<file path="src/rtl/pdx_pkg.sv">
`timescale 1ns / 1ps

package pdx_pkg;

	localparam int unsigned HEAD_DEPTH = 7;

	typedef logic [2:0] status_t;
	typedef logic [2:0] position_t;

	localparam status_t STATUS_OK        = 3'd0;
	localparam status_t STATUS_BAD_CHECK = 3'd1;
	localparam status_t STATUS_BAD_ADDR  = 3'd2;
	localparam status_t STATUS_BAD_START = 3'd3;
	localparam status_t STATUS_BAD_LEN   = 3'd4;

	typedef logic [0:0] reg_index_t;

	localparam reg_index_t REG_OWN_ADDRESS = 1'b0;
	localparam reg_index_t REG_START_BYTE  = 1'b1;

	localparam logic [7:0] OWN_ADDRESS_RESET = 8'h05;
	localparam logic [7:0] START_BYTE_RESET  = 8'h02;

	localparam logic [7:0] LEN_SHORT  = 8'h05;
	localparam logic [7:0] LEN_MEDIUM = 8'h06;
	localparam logic [7:0] LEN_LONG   = 8'h07;

	// head byte positions
	localparam position_t POS_START = 3'd0;
	localparam position_t POS_LEN   = 3'd1;
	localparam position_t POS_DEST  = 3'd2;
	localparam position_t POS_SRC   = 3'd3;
	localparam position_t POS_CMD   = 3'd4;
	localparam position_t POS_DATA1 = 3'd5;
	localparam position_t POS_DATA2 = 3'd6;
	localparam position_t POS_FULL  = 3'd7;

	typedef struct packed {
		logic [7:0] rx_byte;
		logic       end_of_message;
	} rx_item_t;

	typedef struct packed {
		status_t    status;
		logic [7:0] length_field;
		logic [7:0] source_address;
		logic [7:0] command;
		logic [7:0] data_first;
		logic [7:0] data_second;
	} verdict_t;

endpackage

</file>
<file path="src/rtl/pdx_rx_if.sv">
`timescale 1ns / 1ps

interface pdx_rx_if;
	logic              valid;
	logic              ready;
	pdx_pkg::rx_item_t payload;

	modport source (output valid, output payload, input ready);
	modport sink (input valid, input payload, output ready);
endinterface

</file>
<file path="src/rtl/pdx_verdict_if.sv">
`timescale 1ns / 1ps

interface pdx_verdict_if;
	logic              valid;
	logic              ready;
	pdx_pkg::verdict_t payload;

	modport source (output valid, output payload, input ready);
	modport sink (input valid, input payload, output ready);
endinterface

</file>
<file path="src/rtl/packet_deframer_xor_check_core.sv">
`timescale 1ns / 1ps

// channel    | dir | payload                                        | transfer
// rx         | in  | rx_byte, end_of_message                         | valid & ready
// verdict    | out | status, length_field, source_address, command,  | valid & ready
//            |     | data_first, data_second                         |
// cfg        | in  | cfg_we, cfg_index, cfg_data                     | cfg_we
//
// one byte per cycle while rx.ready is high; a verdict appears in the cycle after the final byte's transfer
// the verdict sits in a single output register; rx is taken whenever that register
// is empty or being emptied in the same cycle, so a full rate stream stalls only on a held verdict
// arst_n clears configuration to its defaults and all message state to zero
// a stalled verdict holds rx only while the output register stays full

module packet_deframer_xor_check_core (
	input  logic                    clk,
	input  logic                    arst_n,
	input  logic                    cfg_we,
	input  pdx_pkg::reg_index_t     cfg_index,
	input  logic [7:0]              cfg_data,
	pdx_rx_if.sink                  rx,
	pdx_verdict_if.source           verdict
);

	logic [7:0]          own_address_q;
	logic [7:0]          start_byte_q;
	logic [7:0]          running_xor_q;
	pdx_pkg::position_t  byte_position_q;
	logic [7:0]          head_q [pdx_pkg::HEAD_DEPTH];
	logic                out_valid_q;
	pdx_pkg::verdict_t   out_q;

	logic                rx_xfer;
	logic                last_byte;
	logic [7:0]          cur_byte;
	logic                store_en;
	logic [7:0]          head_now [pdx_pkg::HEAD_DEPTH];
	pdx_pkg::verdict_t   verdict_d;

	assign cur_byte  = rx.payload.rx_byte;
	assign last_byte = rx.payload.end_of_message;
	assign rx.ready  = !out_valid_q || verdict.ready;
	assign rx_xfer   = rx.valid && rx.ready;
	assign store_en  = byte_position_q != pdx_pkg::POS_FULL;

	// head bytes as seen after storing the current byte
	always_comb begin
		for (int i = 0; i < pdx_pkg::HEAD_DEPTH; i++) begin
			if (store_en && byte_position_q == pdx_pkg::position_t'(i)) begin
				head_now[i] = cur_byte;
			end else begin
				head_now[i] = head_q[i];
			end
		end
	end

	always_comb begin
		verdict_d = '0;
		if (head_now[pdx_pkg::POS_START] != start_byte_q) begin
			verdict_d.status = pdx_pkg::STATUS_BAD_START;
		end else if (running_xor_q != cur_byte) begin
			verdict_d.status = pdx_pkg::STATUS_BAD_CHECK;
		end else if (head_now[pdx_pkg::POS_DEST] != own_address_q) begin
			verdict_d.status = pdx_pkg::STATUS_BAD_ADDR;
		end else begin
			verdict_d.length_field   = head_now[pdx_pkg::POS_LEN];
			verdict_d.source_address = head_now[pdx_pkg::POS_SRC];
			verdict_d.command        = head_now[pdx_pkg::POS_CMD];
			case (head_now[pdx_pkg::POS_LEN])
				pdx_pkg::LEN_SHORT: begin
					verdict_d.status = pdx_pkg::STATUS_OK;
				end
				pdx_pkg::LEN_MEDIUM: begin
					verdict_d.status     = pdx_pkg::STATUS_OK;
					verdict_d.data_first = head_now[pdx_pkg::POS_DATA1];
				end
				pdx_pkg::LEN_LONG: begin
					verdict_d.status      = pdx_pkg::STATUS_OK;
					verdict_d.data_first  = head_now[pdx_pkg::POS_DATA1];
					verdict_d.data_second = head_now[pdx_pkg::POS_DATA2];
				end
				default: begin
					verdict_d.status = pdx_pkg::STATUS_BAD_LEN;
				end
			endcase
		end
	end

	always_ff @(posedge clk or negedge arst_n) begin
		if (!arst_n) begin
			own_address_q <= pdx_pkg::OWN_ADDRESS_RESET;
			start_byte_q  <= pdx_pkg::START_BYTE_RESET;
		end else if (cfg_we) begin
			unique case (cfg_index)
				pdx_pkg::REG_OWN_ADDRESS: own_address_q <= cfg_data;
				pdx_pkg::REG_START_BYTE:  start_byte_q  <= cfg_data;
				default: ;
			endcase
		end
	end

	always_ff @(posedge clk or negedge arst_n) begin
		if (!arst_n) begin
			running_xor_q   <= '0;
			byte_position_q <= '0;
			for (int i = 0; i < pdx_pkg::HEAD_DEPTH; i++) begin
				head_q[i] <= '0;
			end
		end else if (rx_xfer) begin
			if (last_byte) begin
				// message done: start clean for the next one
				running_xor_q   <= '0;
				byte_position_q <= '0;
				for (int i = 0; i < pdx_pkg::HEAD_DEPTH; i++) begin
					head_q[i] <= '0;
				end
			end else begin
				running_xor_q <= running_xor_q ^ cur_byte;
				if (store_en) begin
					byte_position_q <= byte_position_q + 3'd1;
				end
				for (int i = 0; i < pdx_pkg::HEAD_DEPTH; i++) begin
					head_q[i] <= head_now[i];
				end
			end
		end
	end

	always_ff @(posedge clk or negedge arst_n) begin
		if (!arst_n) begin
			out_valid_q <= 1'b0;
		end else if (rx_xfer && last_byte) begin
			out_valid_q <= 1'b1;
		end else if (verdict.ready) begin
			out_valid_q <= 1'b0;
		end
	end

	always_ff @(posedge clk) begin
		if (rx_xfer && last_byte) begin
			out_q <= verdict_d;
		end
	end

	assign verdict.valid   = out_valid_q;
	assign verdict.payload = out_q;

`ifndef SYNTHESIS
	a_verdict_follows_last: assert property (@(posedge clk) disable iff (!arst_n)
		rx_xfer && last_byte |=> out_valid_q)
		else $error("no verdict after final byte");

	a_state_cleared: assert property (@(posedge clk) disable iff (!arst_n)
		rx_xfer && last_byte |=> running_xor_q == 8'h00 && byte_position_q == 3'd0)
		else $error("message state not cleared");

	a_ok_has_valid_len: assert property (@(posedge clk) disable iff (!arst_n)
		out_valid_q && out_q.status == pdx_pkg::STATUS_OK |->
		out_q.length_field == pdx_pkg::LEN_SHORT ||
		out_q.length_field == pdx_pkg::LEN_MEDIUM ||
		out_q.length_field == pdx_pkg::LEN_LONG)
		else $error("ok verdict with bad length");

	a_failed_fields_zero: assert property (@(posedge clk) disable iff (!arst_n)
		out_valid_q && out_q.status != pdx_pkg::STATUS_OK &&
		out_q.status != pdx_pkg::STATUS_BAD_LEN |->
		out_q.length_field == 8'h00 && out_q.source_address == 8'h00 &&
		out_q.command == 8'h00)
		else $error("failed verdict carries fields");

	a_data_second_needs_long: assert property (@(posedge clk) disable iff (!arst_n)
		out_valid_q && out_q.data_second != 8'h00 |->
		out_q.length_field == pdx_pkg::LEN_LONG)
		else $error("second data byte without length seven");
`endif

endmodule

</file>
<file path="src/flat_wrapper.sv">
// flat-port wrapper written by rule: the top's interface ports become plain ports
module packet_deframer_xor_check_core_flat 
  (clk, arst_n, cfg_we, cfg_index, cfg_data, rx_valid, rx_payload, rx_ready, verdict_valid, verdict_payload, verdict_ready);
  pdx_rx_if rx_i ();
  pdx_verdict_if verdict_i ();
  input  logic clk;
  input  logic arst_n;
  input  logic cfg_we;
  input  pdx_pkg::reg_index_t cfg_index;
  input  logic [7:0] cfg_data;
  input wire logic [$bits(rx_i.valid)-1:0] rx_valid;
  input wire logic [$bits(rx_i.payload)-1:0] rx_payload;
  output wire logic [$bits(rx_i.ready)-1:0] rx_ready;
  output wire logic [$bits(verdict_i.valid)-1:0] verdict_valid;
  output wire logic [$bits(verdict_i.payload)-1:0] verdict_payload;
  input wire logic [$bits(verdict_i.ready)-1:0] verdict_ready;
  assign rx_i.valid = rx_valid;
  assign rx_i.payload = rx_payload;
  assign rx_ready = rx_i.ready;
  assign verdict_valid = verdict_i.valid;
  assign verdict_payload = verdict_i.payload;
  assign verdict_i.ready = verdict_ready;
  packet_deframer_xor_check_core u_core (.clk(clk), .arst_n(arst_n), .cfg_we(cfg_we), .cfg_index(cfg_index), .cfg_data(cfg_data), .rx(rx_i), .verdict(verdict_i));
endmodule
</file>
<file path="config.mk">
export PLATFORM = sky130hd
export DESIGN_NAME = packet_deframer_xor_check_core_flat
export DESIGN_NICKNAME = d
export VERILOG_FILES = /design/src/rtl/pdx_pkg.sv /design/src/rtl/pdx_rx_if.sv /design/src/rtl/pdx_verdict_if.sv /design/src/rtl/packet_deframer_xor_check_core.sv /design/src/flat_wrapper.sv
export SDC_FILE = /design/constraint.sdc
export NUM_CORES = 1
export LEC_CHECK = 0
export ABC_AREA = 1
export BUFFER_PORTS_ARGS = -buffer_cell sky130_fd_sc_hd__buf_2
export CORE_ASPECT_RATIO = 0.6
export CORE_UTILIZATION = 50
export CTS_BUF_LIST = sky130_fd_sc_hd__clkbuf_2 sky130_fd_sc_hd__clkbuf_4 sky130_fd_sc_hd__clkbuf_8
export CTS_CLUSTER_SIZE = 40
export DETAILED_ROUTE_END_ITERATION = 12
export HOLD_SLACK_MARGIN = 0.06
export MAX_ROUTING_LAYER = met4
export PLACE_DENSITY = 0.73
export SLEW_MARGIN = 30
export SYNTH_ARGS = -nofsm -noshare
export SYNTH_HDL_FRONTEND = slang
export SYNTH_SLANG_ARGS = --single-unit
export TNS_END_PERCENT = 30
</file>
<file path="constraint.sdc">
create_clock -name clk -period 2.95 [get_ports clk]
set_input_delay 0.295 -clock clk [delete_from_list [all_inputs] [get_ports clk]]
set_output_delay 0.295 -clock clk [all_outputs]
set_load 0.02 [all_outputs]
</file>
==> results of run 1 <==
[cells by family after synthesis]
family	count (synthesis)	synth area share, %
DFF	127	55.89
adders and majority gates	6	1.235
xor gates and xnor gates	8	1.153
and+or+nand+nor	290	23.18
AOI/OAI and AO/OA	119	10.68
buffers and inverters	112	7.863
[layout make-up]
class / instances / area [um^2]
fillers: 984 / 4586
flip-flops and latches: 127 / 3397
well taps: 160 / 200.2
inverters: 82 / 307.8
clock inverters: 6 / 82.58
multi-input cells: 424 / 2238
repair buffers: 76 / 422.9
clock buffers: 26 / 326.6
[power by group through the flow]
| stage | Sequential [mW] | Combinational [mW] | Clock (mW) |
|---|---|---|---|
| CTS | 2.09 | 0.996 | 1.58 |
| global placement | 2.12 | 0.945 | 0 |
| global route | 2.11 | 1.15 | 1.65 |
| floorplan | 2.13 | 0.720 | 0 |
| finish | 2.10 | 1.03 | 1.56 |
| detailed placement | 2.13 | 0.991 | 0 |
[cells in the mapped netlist]
master	count	area (um^2)
buf_2	2	10.01
inv_2	1	3.750
clkbuf_1	21	78.83
clkbuf_8	1	13.76
edfxtp_1	43	1291
nor2_2	7	43.79
nand3_4	1	17.52
nand4_1	3	18.77
o21ai_0	75	375.4
nor3_1	2	10.01
nand3_1	45	225.2
o22ai_1	39	244.0
nand3_2	2	20.02
o21ai_1	1	5.000
buf_6	6	67.56
ha_1	6	75.07
nand2_2	4	25.02
nor3_2	23	230.2
nand3b_1	7	52.55
dfstp_2	3	78.83
nor2_4	2	22.52
nand2_1	171	641.9
dfrtp_1	81	2027
xnor2_1	8	70.07
o21a_1	2	15.01
nor2_1	21	78.83
a21oi_1	2	10.01
nand2_4	2	22.52
inv_1	81	304.0
[stage by stage]
stage	hold slack [ns]	setup WS [ns]	area (um^2)
after floorplan	-0.0005911	0.1821	6081
after global placement	0.4615	0.2794	6514
after detailed placement	0.4082	0.07674	6518
after CTS	0.07927	0.07147	6937
after global routing	0.08846	0.05245	6975
final	0.09927	0.1959	6975
[timing repair]
| item | CTS | global route |
|---|---|---|
| setup endpoints to repair | 0 | 34 |
| endpoints found under the hold margin | 81 | 0 |
| gates resized for setup | 0 | 7 |
| hold buffers | 1 | 0 |
[metal layers]
metal | track usage, % | vias to the layer above | routed length (um) | share of wire [%]
li1 | - | 2333 | - | -
met1 | 35.55 | 2338 | 6885 | 46
met2 | 36.58 | 232 | 6376 | 43
met3 | 7.202 | 17 | 1381 | 9.3
met4 | 7.656 | 0 | 174 | 1.2
met5 | - | - | 0 | 0
[sequential cells by signal, indices dropped and copies added (netlist names)]
name / count
u_core.start_byte_q: 8
u_core.own_address_q: 8
u_core.verdict.payload: 43
u_core.byte_position_q: 3
u_core.verdict.valid: 1
u_core.head_q: 56
u_core.running_xor_q: 8
[path summary, 6_finish.rpt]
path                                           startpoint                         end  slack, ns  cells past startpoint
worst max-delay path            u_core.byte_position_q[0]  u_core.verdict.payload[23]       0.20                     14
worst min-delay path                          cfg_data[2]     u_core.own_address_q[2]        0.1                      3
worst max register to register  u_core.byte_position_q[0]  u_core.verdict.payload[23]       0.20                     14
worst min register to register          u_core.head_q[48]           u_core.head_q[48]       0.49                      2
max in group asynchronous                          arst_n           u_core.head_q[22]       1.94                      2
min in group asynchronous                          arst_n           u_core.head_q[53]       0.45                      2
[worst min-delay path: stages]
cell and delay (ns):
buf_2 0.09, inv_1 0.06, o21ai_0 0.08
==> reports/metrics.yaml, run 1 <==
status: "finished, final reports clean"
finalSetupViolCount: 0
initial_core_util_pct: 52.58
synth_warnings: 0
critPathTopFamily: "simple AND/OR/NAND/NOR gates"
fin_cells: 901
synth_seq_area_share_pct: 55.89
cp.arrival_ns: 2.94
criticalPathCategory: "reg -> reg"
io_pins: 68
final-max-slew-violation-count: 0
cap_violations: 0
die_w_um: 144.3
crit_fanout: 25
overflow: 0
cts.clk_slew.worst_paths_ns: 0.07
critPathLaunchType: "register"
irDropWorstVdd_mv: 0.3841
cts-root-buf: "clkbuf_8"
clockBufferDepth: 2
leakage_nw: 3.176
finalCritPeriodShare_pct: 93.36
core_area_um2: 11560
post-route-min-period_ns: 2.754
hold_violations: 0
syn_nets: 691
relSlewSlack_pct: 47.74
fin_skew_ns: 0.01405
sw_frac_of_total_pct: 31.56
cts_tree: "done"
mostFrequentLayoutCell: "nand2_1"
numCtsBuffers: 17
n_antenna_cell: 0
antenna_left: 0
dieArea_um2: 12620
combPwrFrac_pct: 22.0
switching_power_mw: 1.480
core.rowCount: 30
crit_buf_inv: 2
drc: 0
wl_mm: 14.82
slowest_stage: "dfrtp_1"
synth_area_um2: 6078
final_cell_mix: "171 x nand2_1, 81 x inv_1, 81 x dfrtp_1"
p_total_mw: 4.690
ys_types: 29
via_per_inst: 5.461
syn_to_final_growth_pct: 14.76
numPlacedInstances: 867
cp_data_required_time_ns: 3.13
power.internal_mw: 3.210
grtUsageTotal_pct: 25.68
crit_chain: "ha_1 > ha_1 > nor2_4 > buf_6 > nand2_2 > nand2_1 > nand2_1 > nand2_1 > nand2_1 > nand2_1 > nor2_2 > nand2_4 > buf_8 > nor3_2"
hpwl_mm: 9.688
drt_iter0_markers: 495
power.share.clock_pct: 33.3
p_per_area_nw_per_um2: 672.3
seq_power_share_pct: 44.7
worst_slew_pin_slew_ns: 0.7840
dr_total_vias: 4920
grt_pass1_wl_mm: 23.24
chipHeight_um: 87.41
grt_start_max_net_pins: 85
place_congestion: 0.8558
layout-drive-gt1-share_pct: 20.78
slowest_delay_ns: 0.40
h-tree-depth: 4
fmax_ghz: 0.3631
post-route-util_pct: 60.34
clk_latency_ns: 0.45
end_kind: "register"
firstDrtPassIters: 5
antenna_found_initial: 0
syn_inst: 662
tns_ns: 0
io_buffers: 67
wire_per_inst_um: 16.45
layout.nets: 757
syn_area_per_cell_um2: 9.182
crit_path_frequent_cell: "nand2_1"
cts_num_sinks: 127
grt_pass1_vias: 4640
rsz0062_at_grt: "no"
min_path_type: "in -> reg"
post_cts_buffers: 0
synth_seq_cells: 127
Note: power is estimated with default switching activity, not from simulation.
==> run 2, diff against run 1 <==
--- a/config.mk
+++ b/config.mk
@@ -9,7 +9,7 @@
 export BUFFER_PORTS_ARGS = -buffer_cell sky130_fd_sc_hd__buf_2
 export CORE_ASPECT_RATIO = 0.6
 export CORE_UTILIZATION = 50
-export CTS_BUF_LIST = sky130_fd_sc_hd__clkbuf_2 sky130_fd_sc_hd__clkbuf_4 sky130_fd_sc_hd__clkbuf_8
+export CTS_BUF_LIST = sky130_fd_sc_hd__clkbuf_8
 export CTS_CLUSTER_SIZE = 40
 export DETAILED_ROUTE_END_ITERATION = 12
 export HOLD_SLACK_MARGIN = 0.06
==> run 2 against run 1 <==
Final area down 0.27%. Fmax about the same. Via count fell by 0.35%. Clock skew down 0.0010 ns. Clock power decreased by 4%. Worst setup slack about the same. Routed wire length shrank 0.55%.
==> reports/metrics.yaml, run 2 (synthesis gave the netlist of run 1 again) <==
worst_slew_pin_slew_ns: 0.7827  # -0.001271 ns
syn_to_final_growth_pct: 14.45
antenna_found_initial: 0  # unchanged
r2r.worst_path.cells: 14  # unchanged
layout.nets: 757  # unchanged
fmax_ghz: 0.3632  # about the same
crit_fanout: 25  # unchanged
mostFrequentLayoutCell: "nand2_1"
post_cts_buffers: 0  # unchanged
final_cell_mix: "171 x nand2_1, 86 x inv_1, 81 x dfrtp_1"
relSlewSlack_pct: 47.82  # +0.085 points
cap_violations: 0  # unchanged
cp_data_required_time_ns: 3.13  # about the same
leakage_nw: 3.179  # +0.11%
hpwl_mm: 9.688  # unchanged
finalSetupViolCount: 0  # unchanged
drt_iter0_markers: 492  # -0.61%
dieArea_um2: 12620  # unchanged
via_per_inst: 5.442  # -0.35%
finalCritPeriodShare_pct: 93.34  # about the same
clk_latency_ns: 0.45  # about the same
chipHeight_um: 87.41  # unchanged
clockBufferDepth: 2  # unchanged
cts-root-buf: "clkbuf_8"
grtUsageTotal_pct: 25.55  # -0.13 points
min_path_type: "in -> reg"
hold_violations: 0  # unchanged
core.rowCount: 30  # unchanged
dr_total_vias: 4903  # -0.35%
wl_mm: 14.74  # -0.55%
irDropWorstVdd_mv: 0.3835  # -0.17%
drc: 0  # unchanged
initial_core_util_pct: 52.58  # unchanged
slowest_delay_ns: 0.40  # about the same
largest_reg_flops: 56  # unchanged
status: "finished, final reports clean"
setup_ws_ns: 0.1964  # +0.0004860 ns
io_buffers: 67  # unchanged
final-max-slew-violation-count: 0  # unchanged
h-tree-depth: 4  # unchanged
antenna_left: 0  # unchanged
end_kind: "register"
dpl_worst_slack_ns: 0.07674  # unchanged
criticalPathCategory: "reg -> reg"
io_pins: 68  # unchanged
top_register: "u_core.head_q"
numCtsBuffers: 17  # unchanged
cp.arrival_ns: 2.93  # about the same
grt_start_max_net_pins: 85  # unchanged
n_antenna_cell: 0  # unchanged
min_path_cells: 3  # unchanged
layout-drive-gt1-share_pct: 20.11  # -0.67 points
slowest_stage: "dfrtp_1"
post-route-min-period_ns: 2.754  # -0.0004860 ns
cts.clk_slew.worst_paths_ns: 0.07  # about the same
fin_skew_ns: 0.01304  # -0.001013 ns
cts_num_sinks: 127  # unchanged
die_w_um: 144.3  # unchanged
grt_pass1_vias: 4633  # -0.15%
overflow: 0  # unchanged
critPathLaunchType: "register"
final.fill_count: 986  # +0.20%
grt_pass1_wl_mm: 23.14  # -0.42%
crit_chain: "ha_1 > ha_1 > nor2_4 > buf_6 > nand2_2 > nand2_1 > nand2_1 > nand2_1 > nand2_1 > nand2_1 > nor2_2 > nand2_4 > buf_8 > nor3_2"
cts_tree: "done"
core_area_um2: 11560  # unchanged
wire_per_inst_um: 16.36  # -0.55%
rsz0062_at_grt: "no"
p_per_area_nw_per_um2: 664.5  # -1.2%
tns_ns: 0  # unchanged
place_congestion: 0.8558  # unchanged
crit_path_frequent_cell: "nand2_1"
firstDrtPassIters: 6  # +1
run 2: cell types whose count changed in the layout (fill, tap and decap cells not counted):
cell,previous run,this run
clkbuf_4,5,0
inv_1,81,86
run 2: routing by layer:
metal	track usage [%]	part of all wire (%)	routed length, um	vias up
li1	-	-	-	2327
met1	35.26	47	6889	2325
met5	-	0	0	-
met2	36.06	42	6256	227
met4	8.038	1.4	204	0
met3	7.532	9.4	1386	24
run 2: path summary, 6_finish.rpt:
kind                                                 from  slack, ns                          to
worst max-delay path            u_core.byte_position_q[0]       0.20  u_core.verdict.payload[23]
worst min-delay path                          cfg_data[2]        0.1     u_core.own_address_q[2]
worst max register to register  u_core.byte_position_q[0]       0.20  u_core.verdict.payload[23]
worst min register to register          u_core.head_q[50]       0.49           u_core.head_q[50]
max in group asynchronous                          arst_n       1.94           u_core.head_q[22]
min in group asynchronous                          arst_n       0.45           u_core.head_q[53]
run 2: cell type report:
| type | count | area, um^2 | area share, % |
|---|---|---|---|
| clock buffer | 21 | 289.0 | 4.155 |
| clock inverter | 11 | 101.3 | 1.457 |
| inverter | 82 | 307.8 | 4.424 |
| multi-input combinational | 424 | 2238 | 32.18 |
| sequential | 127 | 3397 | 48.83 |
| tap | 160 | 200.2 | 2.878 |
| timing repair buffer | 76 | 422.9 | 6.079 |
run 2: what timing repair did:
action / CTS / global route
setup endpoints to repair: 0 / 34
hold endpoints to repair: 81 / 0
gates resized for setup: 0 / 7
hold buffers: 1 / 0
run 2: worst max-delay path: cells and delay by family (launching register included):
kind	cells	cell delay, ns
fa+ha+maj	2	0.49
simple gates	10	1.14
buf+inv	2	0.46
flops	1	0.40
run 2: per-stage QoR:
stage / power, mW / area (um^2) / hold slack (ns) / utilization (%) / std cells
6_report: 4.623 / 6957 / 0.09818 / 60.17 / 901
3_5_place_dp: 3.118 / 6518 / 0.4082 / 56.37 / 867
5_1_grt: 4.851 / 6957 / 0.08859 / 60.17 / 901
3_3_place_gp: 3.063 / 6514 / 0.4615 / 56.34 / 867
2_1_floorplan: 2.846 / 6081 / -0.0005911 / - / 662
4_1_cts: 4.600 / 6918 / 0.07927 / 59.84 / 900
run 2: report_power, final:
group	switching (mW)	internal, mW	total [mW]
logic	0.707	0.327	1.03
registers	0.0968	2.00	2.10
clock network	0.673	0.821	1.49
==> run 3, diff against run 2 <==
--- a/config.mk
+++ b/config.mk
@@ -15,6 +15,7 @@
 export HOLD_SLACK_MARGIN = 0.06
 export MAX_ROUTING_LAYER = met4
 export PLACE_DENSITY = 0.73
+export SETUP_SLACK_MARGIN = 0.3
 export SLEW_MARGIN = 30
 export SYNTH_ARGS = -nofsm -noshare
 export SYNTH_HDL_FRONTEND = slang
==> run 3 against run 2 <==
Final cell count up 0.78%. Clock power down 3%. Clock-buffer cell count decreased by 2. First-iteration DRC count down 1.8%. Via count shrank 0.61%. Sequential share of layout area decreased by 0.98 points. Fmax increased by 9.0%. Sequential power barely moved. Largest power group unchanged.
==> reports/metrics.yaml, run 3 (synthesis gave the netlist of run 1 again) <==
status: "finished, final reports clean"
n_antenna_cell: 0  # unchanged
combPwrFrac_pct: 23.3  # +0.9 points
p_per_area_nw_per_um2: 649.4  # -2.3%
firstDrtPassIters: 5  # -1
drt_iter0_markers: 483  # -1.8%
syn_to_final_growth_pct: 16.80
grt_pass1_wl_mm: 23.09  # -0.21%
dr_total_vias: 4873  # -0.61%
initial_core_util_pct: 52.58  # unchanged
clockBufferDepth: 2  # unchanged
seq_power_share_pct: 45.4  # about the same
place_congestion: 0.8561  # about the same
design_area_um2: 7099  # +2.1%
power.share.clock_pct: 31.2  # -1.1 points
cts.clk_slew.worst_paths_ns: 0.07  # about the same
finalCritPeriodShare_pct: 85.66  # -7.7 points
layout-drive-gt1-share_pct: 22.19  # +2.1 points
hpwl_mm: 9.269  # -4.3%
cp_data_required_time_ns: 3.26  # +0.13 ns
hold_violations: 0  # unchanged
sw_frac_of_total_pct: 32.03  # +0.085 points
grt_pass1_vias: 4525  # -2.3%
dpl_cell_area_um2: 6538  # +0.31%
io_pins: 68  # unchanged
whs_ns: 0.08916  # -0.009022 ns
min_path_type: "in -> reg"
tns_ns: 0  # unchanged
wl_mm: 14.16  # -3.9%
numPlacedInstances: 868  # +0.12%
post-route-min-period_ns: 2.527  # -0.2266 ns
cp.arrival_ns: 2.83  # -0.10 ns
cts_num_sinks: 127  # unchanged
io_buffers: 67  # unchanged
crit_fanout: 8  # -68%
min_from: "cfg_data[1]"
cts-root-buf: "clkbuf_8"
power.internal_mw: 3.134  # -0.39%
h-tree-depth: 4  # unchanged
dieArea_um2: 12620  # unchanged
cap_violations: 0  # unchanged
via_per_inst: 5.367  # -1.4%
layout.nets: 764  # +0.92%
fmax_ghz: 0.3957  # +9.0%
chipHeight_um: 87.41  # unchanged
rr_startpoint: "u_core.byte_position_q[0]"
finalSetupViolCount: 0  # unchanged
crit_chain: "ha_2 > ha_2 > nor2_4 > buf_12 > nand3_1 > nand2_1 > nand2_1 > nand2_1 > nand2_1 > nor2_4 > nand2_2 > nor2_4 > nand2_4 > nor2_4"
critPathTopFamily: "simple AND/OR/NAND/NOR gates"
p_total_mw: 4.611  # -0.26%
drc: 0  # unchanged
criticalPathCategory: "reg -> reg"
relSlewSlack_pct: 48.86  # +1.0 points
overflow: 0  # unchanged
fin_skew_ns: 0.01446  # +0.001429 ns
slowest_stage: "dfrtp_1"
crit_buf_inv: 1  # -1
mostFrequentLayoutCell: "nand2_1"
die_w_um: 144.3  # unchanged
rsz0062_at_grt: "yes"
final_cell_mix: "170 x nand2_1, 87 x inv_1, 81 x dfrtp_1"
switching_power_mw: 1.477  # about the same
wire_per_inst_um: 15.59  # -4.7%
grt_start_max_net_pins: 85  # unchanged
antenna_found_initial: 0  # unchanged
fin_cells: 908  # +0.78%
largest_reg_flops: 56  # unchanged
crit_path_start: "u_core.byte_position_q[0]"
grtUsageTotal_pct: 25.46  # -0.091 points
antenna_left: 0  # unchanged
slowest_delay_ns: 0.40  # about the same
numCtsBuffers: 17  # unchanged
top_register: "u_core.head_q"
worst_slew_pin_slew_ns: 0.7671  # -0.01555 ns
clk_latency_ns: 0.45  # about the same
final-max-slew-violation-count: 0  # unchanged
cts_tree: "done"
end_kind: "register"
core_area_um2: 11560  # unchanged
core.rowCount: 30  # unchanged
irDropWorstVdd_mv: 0.3727  # -2.8%
critPathLaunchType: "register"
leakage_nw: 3.271  # +2.9%
[run 3: cell types whose count changed in the layout (fill, tap and decap cells not counted), sizes merged]
cell / before / now
nand3: 49 / 48
buf: 75 / 82
clkbuf: 21 / 20
clkinv: 3 / 4
inv: 87 / 88
[run 3: path summary, 6_finish.rpt]
path	end	slack [ns]	cells after the start
max reg2reg	u_core.verdict.payload[1]	0.42	14
min in group asynchronous	u_core.own_address_q[6]	0.47	2
max	u_core.verdict.payload[1]	0.42	14
max in group asynchronous	u_core.head_q[45]	1.94	2
min reg2reg	u_core.head_q[54]	0.49	2
min	u_core.start_byte_q[1]	0.09	3
[run 3: power by group through the flow]
| stage | clock (mW) | combinational, mW | sequential [mW] |
|---|---|---|---|
| 2_1_floorplan | 0 | 0.721 | 2.13 |
| 3_3_place_gp | 0 | 0.953 | 2.12 |
| 3_5_place_dp | 0 | 0.981 | 2.13 |
| 4_1_cts | 1.45 | 1.00 | 2.09 |
| 5_1_grt | 1.54 | 1.21 | 2.11 |
| 6_report | 1.44 | 1.08 | 2.09 |
[run 3: what timing repair did]
item                       4_1_cts  5_1_grt
setup endpoints to repair       32       41
hold endpoints to repair        81        0
resized for setup                2       25
setup buffers                    1        5
hold buffers                     1        0
pin swaps                        1       11
gates cloned                     0        1
[run 3: final cells by class]
class,count,area (um^2)
timing repair buffer,84,534.3
clock inverter,13,110.1
fill,998,4462
sequential,127,3397
multi-input combinational,423,2288
clock buffer,19,261.5
tap,160,200.2
inverter,82,307.8
[run 3: layer usage]
metal,vias up,GRT usage [%],share of wire [%]
li1,2343,-,-
met5,-,-,0
met2,189,34.35,42
met3,16,5.992,7.6
met1,2325,37.33,49
met4,0,8.230,0.97
[run 3: stage by stage]
step           worst slack [ns]  utilization (%)
2_1_floorplan            0.6471                -
3_3_place_gp             0.2781            56.52
3_5_place_dp             0.2221            56.55
4_1_cts                  0.3419            60.10
5_1_grt                  0.2688            61.41
6_report                 0.4230            61.41
[run 3: worst reg2reg max path: stages (launching register included)]
cell and delay, ns:
dfrtp_1 0.40, ha_2 0.21, ha_2 0.21, nor2_4 0.26, buf_12 0.16, nand3_1 0.10, nand2_1 0.12, nand2_1 0.06
nand2_1 0.06, nand2_1 0.08, nor2_4 0.20, nand2_2 0.09, nor2_4 0.17, nand2_4 0.15, nor2_4 0.13
